$ cat src/hw/rtl/sdvn_pkg.sv
// Package for the sample-delta von Neumann extractor.
// Holds shared widths, payload types and the absolute-delta function.
// No dependencies.
`timescale 1ns / 1ps
`default_nettype none

package sdvn_pkg;

  localparam int SAMPLE_W    = 16;
  localparam int BYTE_W      = 8;
  localparam int COUNT_W     = 3;
  localparam int POS_W       = 4;
  localparam int QUEUE_DEPTH = 2;

  typedef logic signed [SAMPLE_W-1:0] sample_t;
  typedef logic [SAMPLE_W-1:0]        delta_t;
  typedef logic [BYTE_W-1:0]          byte_t;
  typedef logic [COUNT_W-1:0]         count_t;
  typedef logic [POS_W-1:0]           pos_t;

  // Low 16 bits of |now - prev| on sign-extended samples
  function automatic delta_t abs_delta(input sample_t now, input sample_t prev);
    logic signed [SAMPLE_W:0] diff;
    logic signed [SAMPLE_W:0] mag;
    diff = {now[SAMPLE_W-1], now} - {prev[SAMPLE_W-1], prev};
    mag  = diff[SAMPLE_W] ? -diff : diff;
    return mag[SAMPLE_W-1:0];
  endfunction

endpackage

`default_nettype wire

$ cat src/hw/rtl/sdvn_if.sv
// Handshake interfaces for the extractor: stereo frame channel and result word channel.
// Depends on sdvn_pkg.
`timescale 1ns / 1ps
`default_nettype none

interface sdvn_frame_if;
  import sdvn_pkg::*;

  logic    valid;
  logic    ready;
  sample_t left_sample;
  sample_t right_sample;
  logic    buffer_start;

  modport source (output valid, output left_sample, output right_sample,
                  output buffer_start, input ready);
  modport sink   (input valid, input left_sample, input right_sample,
                  input buffer_start, output ready);
endinterface

interface sdvn_result_if;
  import sdvn_pkg::*;

  logic  valid;
  logic  ready;
  byte_t random_byte;
  logic  source_channel;
  pos_t  bit_position;
  logic  last;

  modport source (output valid, output random_byte, output source_channel,
                  output bit_position, output last, input ready);
  modport sink   (input valid, input random_byte, input source_channel,
                  input bit_position, input last, output ready);
endinterface

`default_nettype wire

$ cat src/hw/rtl/sample_delta_von_neumann_extractor.sv
// A frame's first result word passes through the queue entry, the back end's lane mask
// register and the output register before it is offered.
// Throughput: a frame each cycle while the two-entry queue has room; words drain at one
// per cycle from the back end while the result channel is not stalled.
// Reset (rst, synchronous): clears stored samples, all debiaser lanes, queue and output.
// Depends on sdvn_pkg, sdvn_if, sdvn_front, sdvn_queue, sdvn_back.
`timescale 1ns / 1ps
`default_nettype none

module sample_delta_von_neumann_extractor #(
  parameter int BIT_LANES = 16,
  parameter int CHANNELS  = 2
) (
  input  logic          clk,
  input  logic          rst,
  sdvn_frame_if.sink    frame,
  sdvn_result_if.source result
);
  import sdvn_pkg::*;

  localparam int LANES = CHANNELS * BIT_LANES;
  localparam int QW    = LANES + LANES * BYTE_W;

  logic              push_valid;
  logic              push_ready;
  logic [LANES-1:0]  push_mask;
  byte_t [LANES-1:0] push_bytes;
  logic              pop_valid;
  logic              pop_ready;
  logic [QW-1:0]     pop_data;
  logic [LANES-1:0]  pop_mask;
  byte_t [LANES-1:0] pop_bytes;

  assign pop_mask  = pop_data[QW-1 -: LANES];
  assign pop_bytes = pop_data[LANES*BYTE_W-1:0];

  sdvn_front #(
    .BIT_LANES (BIT_LANES),
    .CHANNELS  (CHANNELS)
  ) u_front (
    .clk          (clk),
    .rst          (rst),
    .frame_valid  (frame.valid),
    .frame_ready  (frame.ready),
    .left_sample  (frame.left_sample),
    .right_sample (frame.right_sample),
    .buffer_start (frame.buffer_start),
    .push_valid   (push_valid),
    .push_ready   (push_ready),
    .push_mask    (push_mask),
    .push_bytes   (push_bytes)
  );

  sdvn_queue #(
    .WIDTH (QW)
  ) u_queue (
    .clk        (clk),
    .rst        (rst),
    .push_valid (push_valid),
    .push_ready (push_ready),
    .push_data  ({push_mask, push_bytes}),
    .pop_valid  (pop_valid),
    .pop_ready  (pop_ready),
    .pop_data   (pop_data)
  );

  sdvn_back #(
    .BIT_LANES (BIT_LANES),
    .CHANNELS  (CHANNELS)
  ) u_back (
    .clk            (clk),
    .rst            (rst),
    .job_valid      (pop_valid),
    .job_ready      (pop_ready),
    .job_mask       (pop_mask),
    .job_bytes      (pop_bytes),
    .out_valid      (result.valid),
    .out_ready      (result.ready),
    .random_byte    (result.random_byte),
    .source_channel (result.source_channel),
    .bit_position   (result.bit_position),
    .last           (result.last)
  );

endmodule

`default_nettype wire

$ cat src/hw/rtl/sdvn_front.sv
// Front end: accepts frames, forms per-channel deltas and runs all debiaser lanes.
// Completed bytes of one frame leave as a lane mask plus byte snapshot. Depends on sdvn_pkg.
`timescale 1ns / 1ps
`default_nettype none

module sdvn_front #(
  parameter int BIT_LANES = 16,
  parameter int CHANNELS  = 2
) (
  input  logic                              clk,
  input  logic                              rst,
  input  logic                              frame_valid,
  output logic                              frame_ready,
  input  sdvn_pkg::sample_t                 left_sample,
  input  sdvn_pkg::sample_t                 right_sample,
  input  logic                              buffer_start,
  output logic                              push_valid,
  input  logic                              push_ready,
  output logic [CHANNELS*BIT_LANES-1:0]     push_mask,
  output sdvn_pkg::byte_t [CHANNELS*BIT_LANES-1:0] push_bytes
);
  import sdvn_pkg::*;

  localparam int LANES = CHANNELS * BIT_LANES;

  sample_t prev_sample [2];
  logic    have_prev;
  delta_t  delta [2];
  logic    accept;
  logic    step;

  logic   pend_valid [LANES];
  logic   pend_bit   [LANES];
  count_t bits_cnt   [LANES];
  byte_t  assembly   [LANES];
  logic [LANES-1:0] done;

  assign frame_ready = push_ready;
  assign accept      = frame_valid && frame_ready;
  assign step        = accept && !buffer_start && have_prev;
  assign push_valid  = step && (|done);
  assign push_mask   = done;

  // Form both channel deltas against the stored samples
  always_comb begin
    delta[0] = abs_delta(left_sample, prev_sample[0]);
    delta[1] = abs_delta(right_sample, prev_sample[1]);
  end

  // Store samples on every accepted frame
  always_ff @(posedge clk) begin
    if (rst) begin
      prev_sample[0] <= '0;
      prev_sample[1] <= '0;
      have_prev      <= 1'b0;
    end else if (accept) begin
      prev_sample[0] <= left_sample;
      prev_sample[1] <= right_sample;
      have_prev      <= 1'b1;
    end
  end

  // One debiaser per channel and bit position
  for (genvar ch = 0; ch < CHANNELS; ch++) begin : g_ch
    for (genvar ln = 0; ln < BIT_LANES; ln++) begin : g_lane
      localparam int K = ch * BIT_LANES + ln;
      logic  lane_bit;
      logic  emit_bit;
      byte_t merged;

      assign lane_bit = delta[ch][ln];
      assign emit_bit = pend_valid[K] && (pend_bit[K] != lane_bit);
      assign merged   = assembly[K] | (byte_t'(pend_bit[K]) << bits_cnt[K]);
      assign done[K]  = emit_bit && (bits_cnt[K] == count_t'(BYTE_W - 1));
      assign push_bytes[K] = merged;

      // Pair up bits, drop equal pairs, fill the byte LSB first
      always_ff @(posedge clk) begin
        if (rst) begin
          pend_valid[K] <= 1'b0;
          pend_bit[K]   <= 1'b0;
          bits_cnt[K]   <= '0;
          assembly[K]   <= '0;
        end else if (step) begin
          if (!pend_valid[K]) begin
            pend_valid[K] <= 1'b1;
            pend_bit[K]   <= lane_bit;
          end else begin
            pend_valid[K] <= 1'b0;
            if (emit_bit) begin
              bits_cnt[K] <= bits_cnt[K] + count_t'(1);
              assembly[K] <= done[K] ? '0 : merged;
            end
          end
        end
      end
    end
  end

endmodule

`default_nettype wire

$ cat src/hw/rtl/sdvn_queue.sv
// Short queue between front and back: holds per-frame completion mask and byte snapshot.
// Depends on sdvn_pkg.
`timescale 1ns / 1ps
`default_nettype none

module sdvn_queue #(
  parameter int WIDTH = 288
) (
  input  logic             clk,
  input  logic             rst,
  input  logic             push_valid,
  output logic             push_ready,
  input  logic [WIDTH-1:0] push_data,
  output logic             pop_valid,
  input  logic             pop_ready,
  output logic [WIDTH-1:0] pop_data
);
  import sdvn_pkg::*;

  localparam int PTR_W = $clog2(QUEUE_DEPTH);
  localparam int CNT_W = $clog2(QUEUE_DEPTH + 1);

  logic [WIDTH-1:0] store [QUEUE_DEPTH];
  logic [PTR_W-1:0] wr_ptr;
  logic [PTR_W-1:0] rd_ptr;
  logic [CNT_W-1:0] fill;
  logic             do_push;
  logic             do_pop;

  assign push_ready = (fill != CNT_W'(QUEUE_DEPTH));
  assign pop_valid  = (fill != '0);
  assign pop_data   = store[rd_ptr];
  assign do_push    = push_valid && push_ready;
  assign do_pop     = pop_valid && pop_ready;

  // Write the entry at the tail
  always_ff @(posedge clk) begin
    if (do_push) begin
      store[wr_ptr] <= push_data;
    end
  end

  // Advance pointers and fill level
  always_ff @(posedge clk) begin
    if (rst) begin
      wr_ptr <= '0;
      rd_ptr <= '0;
      fill   <= '0;
    end else begin
      if (do_push) begin
        wr_ptr <= wr_ptr + PTR_W'(1);
      end
      if (do_pop) begin
        rd_ptr <= rd_ptr + PTR_W'(1);
      end
      case ({do_push, do_pop})
        2'b10:   fill <= fill + CNT_W'(1);
        2'b01:   fill <= fill - CNT_W'(1);
        default: fill <= fill;
      endcase
    end
  end

endmodule

`default_nettype wire

$ cat src/hw/rtl/sdvn_back.sv
// Back end: drains one frame's completed bytes, left lanes first, one word per cycle
// unless stalled. Output register decouples the result channel. Depends on sdvn_pkg.
`timescale 1ns / 1ps
`default_nettype none

module sdvn_back #(
  parameter int BIT_LANES = 16,
  parameter int CHANNELS  = 2
) (
  input  logic                                     clk,
  input  logic                                     rst,
  input  logic                                     job_valid,
  output logic                                     job_ready,
  input  logic [CHANNELS*BIT_LANES-1:0]            job_mask,
  input  sdvn_pkg::byte_t [CHANNELS*BIT_LANES-1:0] job_bytes,
  output logic                                     out_valid,
  input  logic                                     out_ready,
  output sdvn_pkg::byte_t                          random_byte,
  output logic                                     source_channel,
  output sdvn_pkg::pos_t                           bit_position,
  output logic                                     last
);
  import sdvn_pkg::*;

  localparam int LANES = CHANNELS * BIT_LANES;

  logic [LANES-1:0]  cur_mask;
  byte_t [LANES-1:0] cur_bytes;
  logic [LANES-1:0]  sel;
  logic [LANES-1:0]  rest;
  byte_t             sel_byte;
  logic              sel_chan;
  pos_t              sel_pos;
  logic              sel_last;
  logic              fire;

  // Pick the lowest pending lane
  assign sel      = cur_mask & (~cur_mask + LANES'(1));
  assign rest     = cur_mask & ~sel;
  assign sel_last = (rest == '0);
  assign fire     = (cur_mask != '0) && (!out_valid || out_ready);
  assign job_ready = (cur_mask == '0) || (fire && sel_last);

  // Mux byte, channel and position of the selected lane
  always_comb begin
    sel_byte = '0;
    sel_chan = 1'b0;
    sel_pos  = '0;
    for (int ch = 0; ch < CHANNELS; ch++) begin
      for (int ln = 0; ln < BIT_LANES; ln++) begin
        if (sel[ch * BIT_LANES + ln]) begin
          sel_byte = sel_byte | cur_bytes[ch * BIT_LANES + ln];
          sel_chan = sel_chan | 1'(ch);
          sel_pos  = sel_pos | POS_W'(ln);
        end
      end
    end
  end

  // Load the next frame's bytes or retire the emitted lane
  always_ff @(posedge clk) begin
    if (rst) begin
      cur_mask <= '0;
    end else if (job_valid && job_ready) begin
      cur_mask <= job_mask;
    end else if (fire) begin
      cur_mask <= rest;
    end
  end

  always_ff @(posedge clk) begin
    if (job_valid && job_ready) begin
      cur_bytes <= job_bytes;
    end
  end

  // Hold the result word until taken
  always_ff @(posedge clk) begin
    if (rst) begin
      out_valid <= 1'b0;
    end else if (fire) begin
      out_valid <= 1'b1;
    end else if (out_ready) begin
      out_valid <= 1'b0;
    end
  end

  always_ff @(posedge clk) begin
    if (fire) begin
      random_byte    <= sel_byte;
      source_channel <= sel_chan;
      bit_position   <= sel_pos;
      last           <= sel_last;
    end
  end

endmodule

`default_nettype wire

$ cat src/flat_wrapper.sv
// flat-port wrapper written by rule: the top's interface ports become plain ports
module sample_delta_von_neumann_extractor_flat import sdvn_pkg::*;
#(
  parameter int BIT_LANES = 16,
  parameter int CHANNELS  = 2
)
  (clk, rst, frame_valid, frame_left_sample, frame_right_sample, frame_buffer_start, frame_ready, result_valid, result_random_byte, result_source_channel, result_bit_position, result_last, result_ready);
  sdvn_frame_if frame_i ();
  sdvn_result_if result_i ();
  input  logic clk;
  input  logic rst;
  input wire logic [$bits(frame_i.valid)-1:0] frame_valid;
  input wire logic [$bits(frame_i.left_sample)-1:0] frame_left_sample;
  input wire logic [$bits(frame_i.right_sample)-1:0] frame_right_sample;
  input wire logic [$bits(frame_i.buffer_start)-1:0] frame_buffer_start;
  output wire logic [$bits(frame_i.ready)-1:0] frame_ready;
  output wire logic [$bits(result_i.valid)-1:0] result_valid;
  output wire logic [$bits(result_i.random_byte)-1:0] result_random_byte;
  output wire logic [$bits(result_i.source_channel)-1:0] result_source_channel;
  output wire logic [$bits(result_i.bit_position)-1:0] result_bit_position;
  output wire logic [$bits(result_i.last)-1:0] result_last;
  input wire logic [$bits(result_i.ready)-1:0] result_ready;
  assign frame_i.valid = frame_valid;
  assign frame_i.left_sample = frame_left_sample;
  assign frame_i.right_sample = frame_right_sample;
  assign frame_i.buffer_start = frame_buffer_start;
  assign frame_ready = frame_i.ready;
  assign result_valid = result_i.valid;
  assign result_random_byte = result_i.random_byte;
  assign result_source_channel = result_i.source_channel;
  assign result_bit_position = result_i.bit_position;
  assign result_last = result_i.last;
  assign result_i.ready = result_ready;
  sample_delta_von_neumann_extractor #(.BIT_LANES(BIT_LANES), .CHANNELS(CHANNELS)) u_core (.clk(clk), .rst(rst), .frame(frame_i), .result(result_i));
endmodule
$ cat config.mk
export PLATFORM = sky130hd
export DESIGN_NAME = sample_delta_von_neumann_extractor_flat
export DESIGN_NICKNAME = d
export VERILOG_FILES = /design/src/hw/rtl/sdvn_pkg.sv /design/src/hw/rtl/sdvn_if.sv /design/src/hw/rtl/sample_delta_von_neumann_extractor.sv /design/src/hw/rtl/sdvn_front.sv /design/src/hw/rtl/sdvn_queue.sv /design/src/hw/rtl/sdvn_back.sv /design/src/flat_wrapper.sv
export SDC_FILE = /design/constraint.sdc
export NUM_CORES = 2
export LEC_CHECK = 0
export BUFFER_PORTS_ARGS = -buffer_cell sky130_fd_sc_hd__buf_2
export CAP_MARGIN = 40
export CORE_ASPECT_RATIO = 1.25
export CORE_MARGIN = 5
export CORE_UTILIZATION = 35
export CTS_CLUSTER_SIZE = 16
export DETAILED_ROUTE_END_ITERATION = 8
export GPL_TIMING_DRIVEN = 0
export PLACE_DENSITY = 0.45
export SYNTH_ARGS = -nofsm -noshare
export SYNTH_HDL_FRONTEND = slang
export SYNTH_SLANG_ARGS = --single-unit
$ cat constraint.sdc
create_clock -name clk -period 56.8 [get_ports clk]
set_clock_uncertainty 0.1 [all_clocks]
set_input_delay 5.68 -clock clk [delete_from_list [all_inputs] [get_ports clk]]
set_output_delay 5.68 -clock clk [all_outputs]
set_load 0.05 [all_outputs]
==> metrics.txt <==
status completed; CTS tree built; ys flop type edfxtp_1; DP Worst Slack 44.15 ns; Horiz. Die Dim 373 um; non-filler cells, final 6,488; CP Class in -> reg; Synth Register Bits 1,333; Clock Path Buffers 3; clk_lat worst skew 0.79 ns; DR vias 34,032; Pwr Total 2.22 mW; share of layout cells above drive strength 1 19.6%; Post-Syn Area 0.0577 mm^2; pins over their slew limit 0; max incr delay on CP 0.62 ns; Die Area 0.173 mm^2; Reg-to-Reg Start u_core.u_front.prev_sample[0][0]; WP buf/inv 9; crit path max-delay cell type a211oi_2; core area 0.164 mm^2; total wire length 164,000 um; post-route minimum period 11.71 ns; die height 464 um; clock root cell clkbuf_16; clock slew at reported path FFs 0.06 ns; endpoints failing hold 0; WL/cell 25.3 um; pin count of the biggest net entering global routing 72; Mapped Cells 3,878; data required time at the worst endpoint 57.18 ns; Seq/Total Area, Yosys 68.7%; setup TNS 0 ns; worst reg2reg endpoint u_core.u_queue.store[0][219]; cell taking the most area after synthesis edfxtp_1; Final Util 40.7%; crit-path cells buf_2 > inv_1 > ha_1 > inv_1 > fa_1 > xnor2_1 > and3_1 > o221ai_1 > a211oi_1 > nand4_1 > and3_1 > a211oi_2 > mux2i_1 > nor4_1 > and2_1 > nor3_2 > buf_4 > buf_4 > buf_4 > buf_8 > buf_4 > buf_4; final setup fails 0; level count of the clock H-tree 4; worst hold path endpoint u_core.u_front.have_prev; Hold Path Stages 2; Row Count 166; maximum clock rate 85.4 MHz; vias in the first global route 34,000; unrepaired setup endpoints after global routing false; Avg Cell Area, Syn 14.9 um^2; fin worst setup slack 45.09 ns; reg2reg path depth 20; crit-path max FO 11; Post-DP Area 0.0620 mm^2; worst ir drop on vdd 0.0320 mV; ys async rst share 0%; nets 4,327; first-pass GRT wire length 237,000 um; Post-CTS Setup Bufs 0; post_cts resized 0; Global Route Usage Sum 18.5%; r2r setup slk 49.92 ns; top cells by area, synth edfxtp_1, mux2_2, nor2b_1, ha_1, a31o_2; Avg Vias per Cell 5.25; Starting Density 35.2%; Synth top area share 67.3%; Startpoint Class primary input; Slew @ Worst Pin 0.949 ns; initial antenna violation count 4; CTS Buf Count 145; EDFF count, synth 1,294; first drt pass iteration count 7; Post-DRT Antenna Nets 0; most used cell, CP buf_4; Final Cell Area 0.0667 mm^2; Hold WC Path Type reg -> reg; post-DP HPWL 121,000 um; CP Depth 22; Critical Path AT 12.09 ns; Min-Delay Startpoint u_core.u_front.have_prev; Yosys warnings 0; leak pwr 23.8 nW; clock sinks 1,333; Starting DRT DRC Count 2,604; Hold Buf Count CTS 0; Inst Count DP 6,227; final hold slack 0.415 ns; I/O pins 53; PortBufs 52; routability cong. 0.862; CP top delay family buffers and inverters; # Max-Cap Violations 0; Max-slew headroom 36.8%; grt ovf 0; PwrDens 33.3 mW/mm^2; Synth cell types 93; Syn Nets 4,015; final worst-path cycle share 20.6%; DRC viols 0; Crit. End Element register; P&R area growth vs syn 15.6%
==> final cells by class <==
type	count	area (um^2)
multi-input combinational	2324	17200
antenna	1	2.50
buffer	150	611
sequential	1333	39600
fill	15192	97200
clock inverter	90	891
clock buffer	170	3790
timing repair buffer	165	1550
inverter	71	267
tap	2184	2730
==> layer usage <==
| layer | GRT usage, % | wire length (um) | share of wire, % | vias to the layer above |
|---|---|---|---|---|
| li1 | - | - | - | 15709 |
| met1 | 25.1 | 74100 | 45 | 17401 |
| met2 | 30.8 | 78900 | 48 | 731 |
| met3 | 2.70 | 6610 | 4.0 | 191 |
| met4 | 5.37 | 4300 | 2.6 | 0 |
| met5 | 0 | 0 | 0 | - |
==> report_power, final <==
part | switching [mW] | total (mW) | leakage, nW | internal, mW
clock | 0.396 | 0.943 | 2.29 | 0.547
combinational | 0.105 | 0.163 | 8.85 | 0.0580
sequential | 0.0160 | 1.11 | 12.7 | 1.10
==> placed cells by master, fill, tap and decap left out, types with 62 or more instances in the layout <==
cell type / instances
a31o_2: 135
clkbuf_1: 139
mux2_2: 289
a21o_1: 114
nor2b_1: 249
a22oi_1: 79
nor2_1: 201
ha_1: 98
a21oi_1: 74
inv_1: 70
nor3_1: 85
nand2_1: 107
edfxtp_1: 1294
and3_1: 150
xnor2_1: 62
clkbuf_16: 147
and2_1: 121
==> cells by family after synthesis <==
logic type	after synthesis	synth area share (%)
flip-flops	1333	68.7
adder cells (fa/ha/maj)	106	2.30
AO/OA/AOI/OAI	707	9.41
AND/OR/NAND/NOR	1124	10.8
multiplexers	300	5.83
XOR/XNOR	87	1.47
buffers and inverters	221	1.51
==> worst max-delay path by stage <==
stage / from / to / slack [ns]
2_1_floorplan: frame_right_sample[0] / u_core.u_queue.store[0][0] / 27.15
3_3_place_gp: frame_left_sample[0] / u_core.u_queue.store[0][216] / 8.77
3_5_place_dp: frame_left_sample[0] / u_core.u_queue.store[0][216] / 44.15
4_1_cts: frame_left_sample[0] / u_core.u_queue.store[0][219] / 45.00
5_1_grt: frame_left_sample[0] / u_core.u_queue.store[0][219] / 44.61
6_report: frame_left_sample[0] / u_core.u_queue.store[0][219] / 45.09
==> cell usage after synthesis, drive strengths merged, types with 8 or more instances <==
cell type	n
and3	150
a211oi	19
inv	70
a21o	114
xor2	19
mux2	291
edfxtp	1294
nand2	107
nor3	88
nor2b	249
a41o	32
buf	29
mux2i	9
and2	123
nor4	19
a22o	10
nor2	201
or2	10
a221o	8
nand3	23
nand4	33
dfxtp	39
a22oi	79
clkbuf	121
a221oi	20
xnor2	62
o211ai	9
or3	27
nand2b	58
a21oi	75
o21ai	56
ha	98
o21bai	60
a31o	136
a222oi	16
nand3b	10
==> state kept, by name, summed over array words and instances (netlist names), 2 cells and up, named ones only <==
register	cells
u_core.u_front.bits_cnt	96
u_core.u_back.bit_position	4
u_core.u_front.pend_valid	32
u_core.u_queue.fill	2
u_core.u_front.pend_bit	32
u_core.u_back.cur_bytes	256
u_core.u_front.prev_sample	32
u_core.u_back.cur_mask	32
u_core.u_back.random_byte	8
u_core.u_queue.store	576
u_core.u_front.assembly	256
==> worst reg2reg max path, delay by kind of cell, from the launching register on <==
| family | cells | cell delay, ns |
|---|---|---|
| AOI/OAI and AO/OA | 3 | 1.28 |
| xor gates and xnor gates | 1 | 0.56 |
| adders and majority gates | 2 | 0.66 |
| buffers and inverters | 7 | 1.50 |
| DFF | 1 | 0.33 |
| muxes | 1 | 0.63 |
| and+or+nand+nor | 6 | 1.52 |
(Power assumes the default switching activity.)
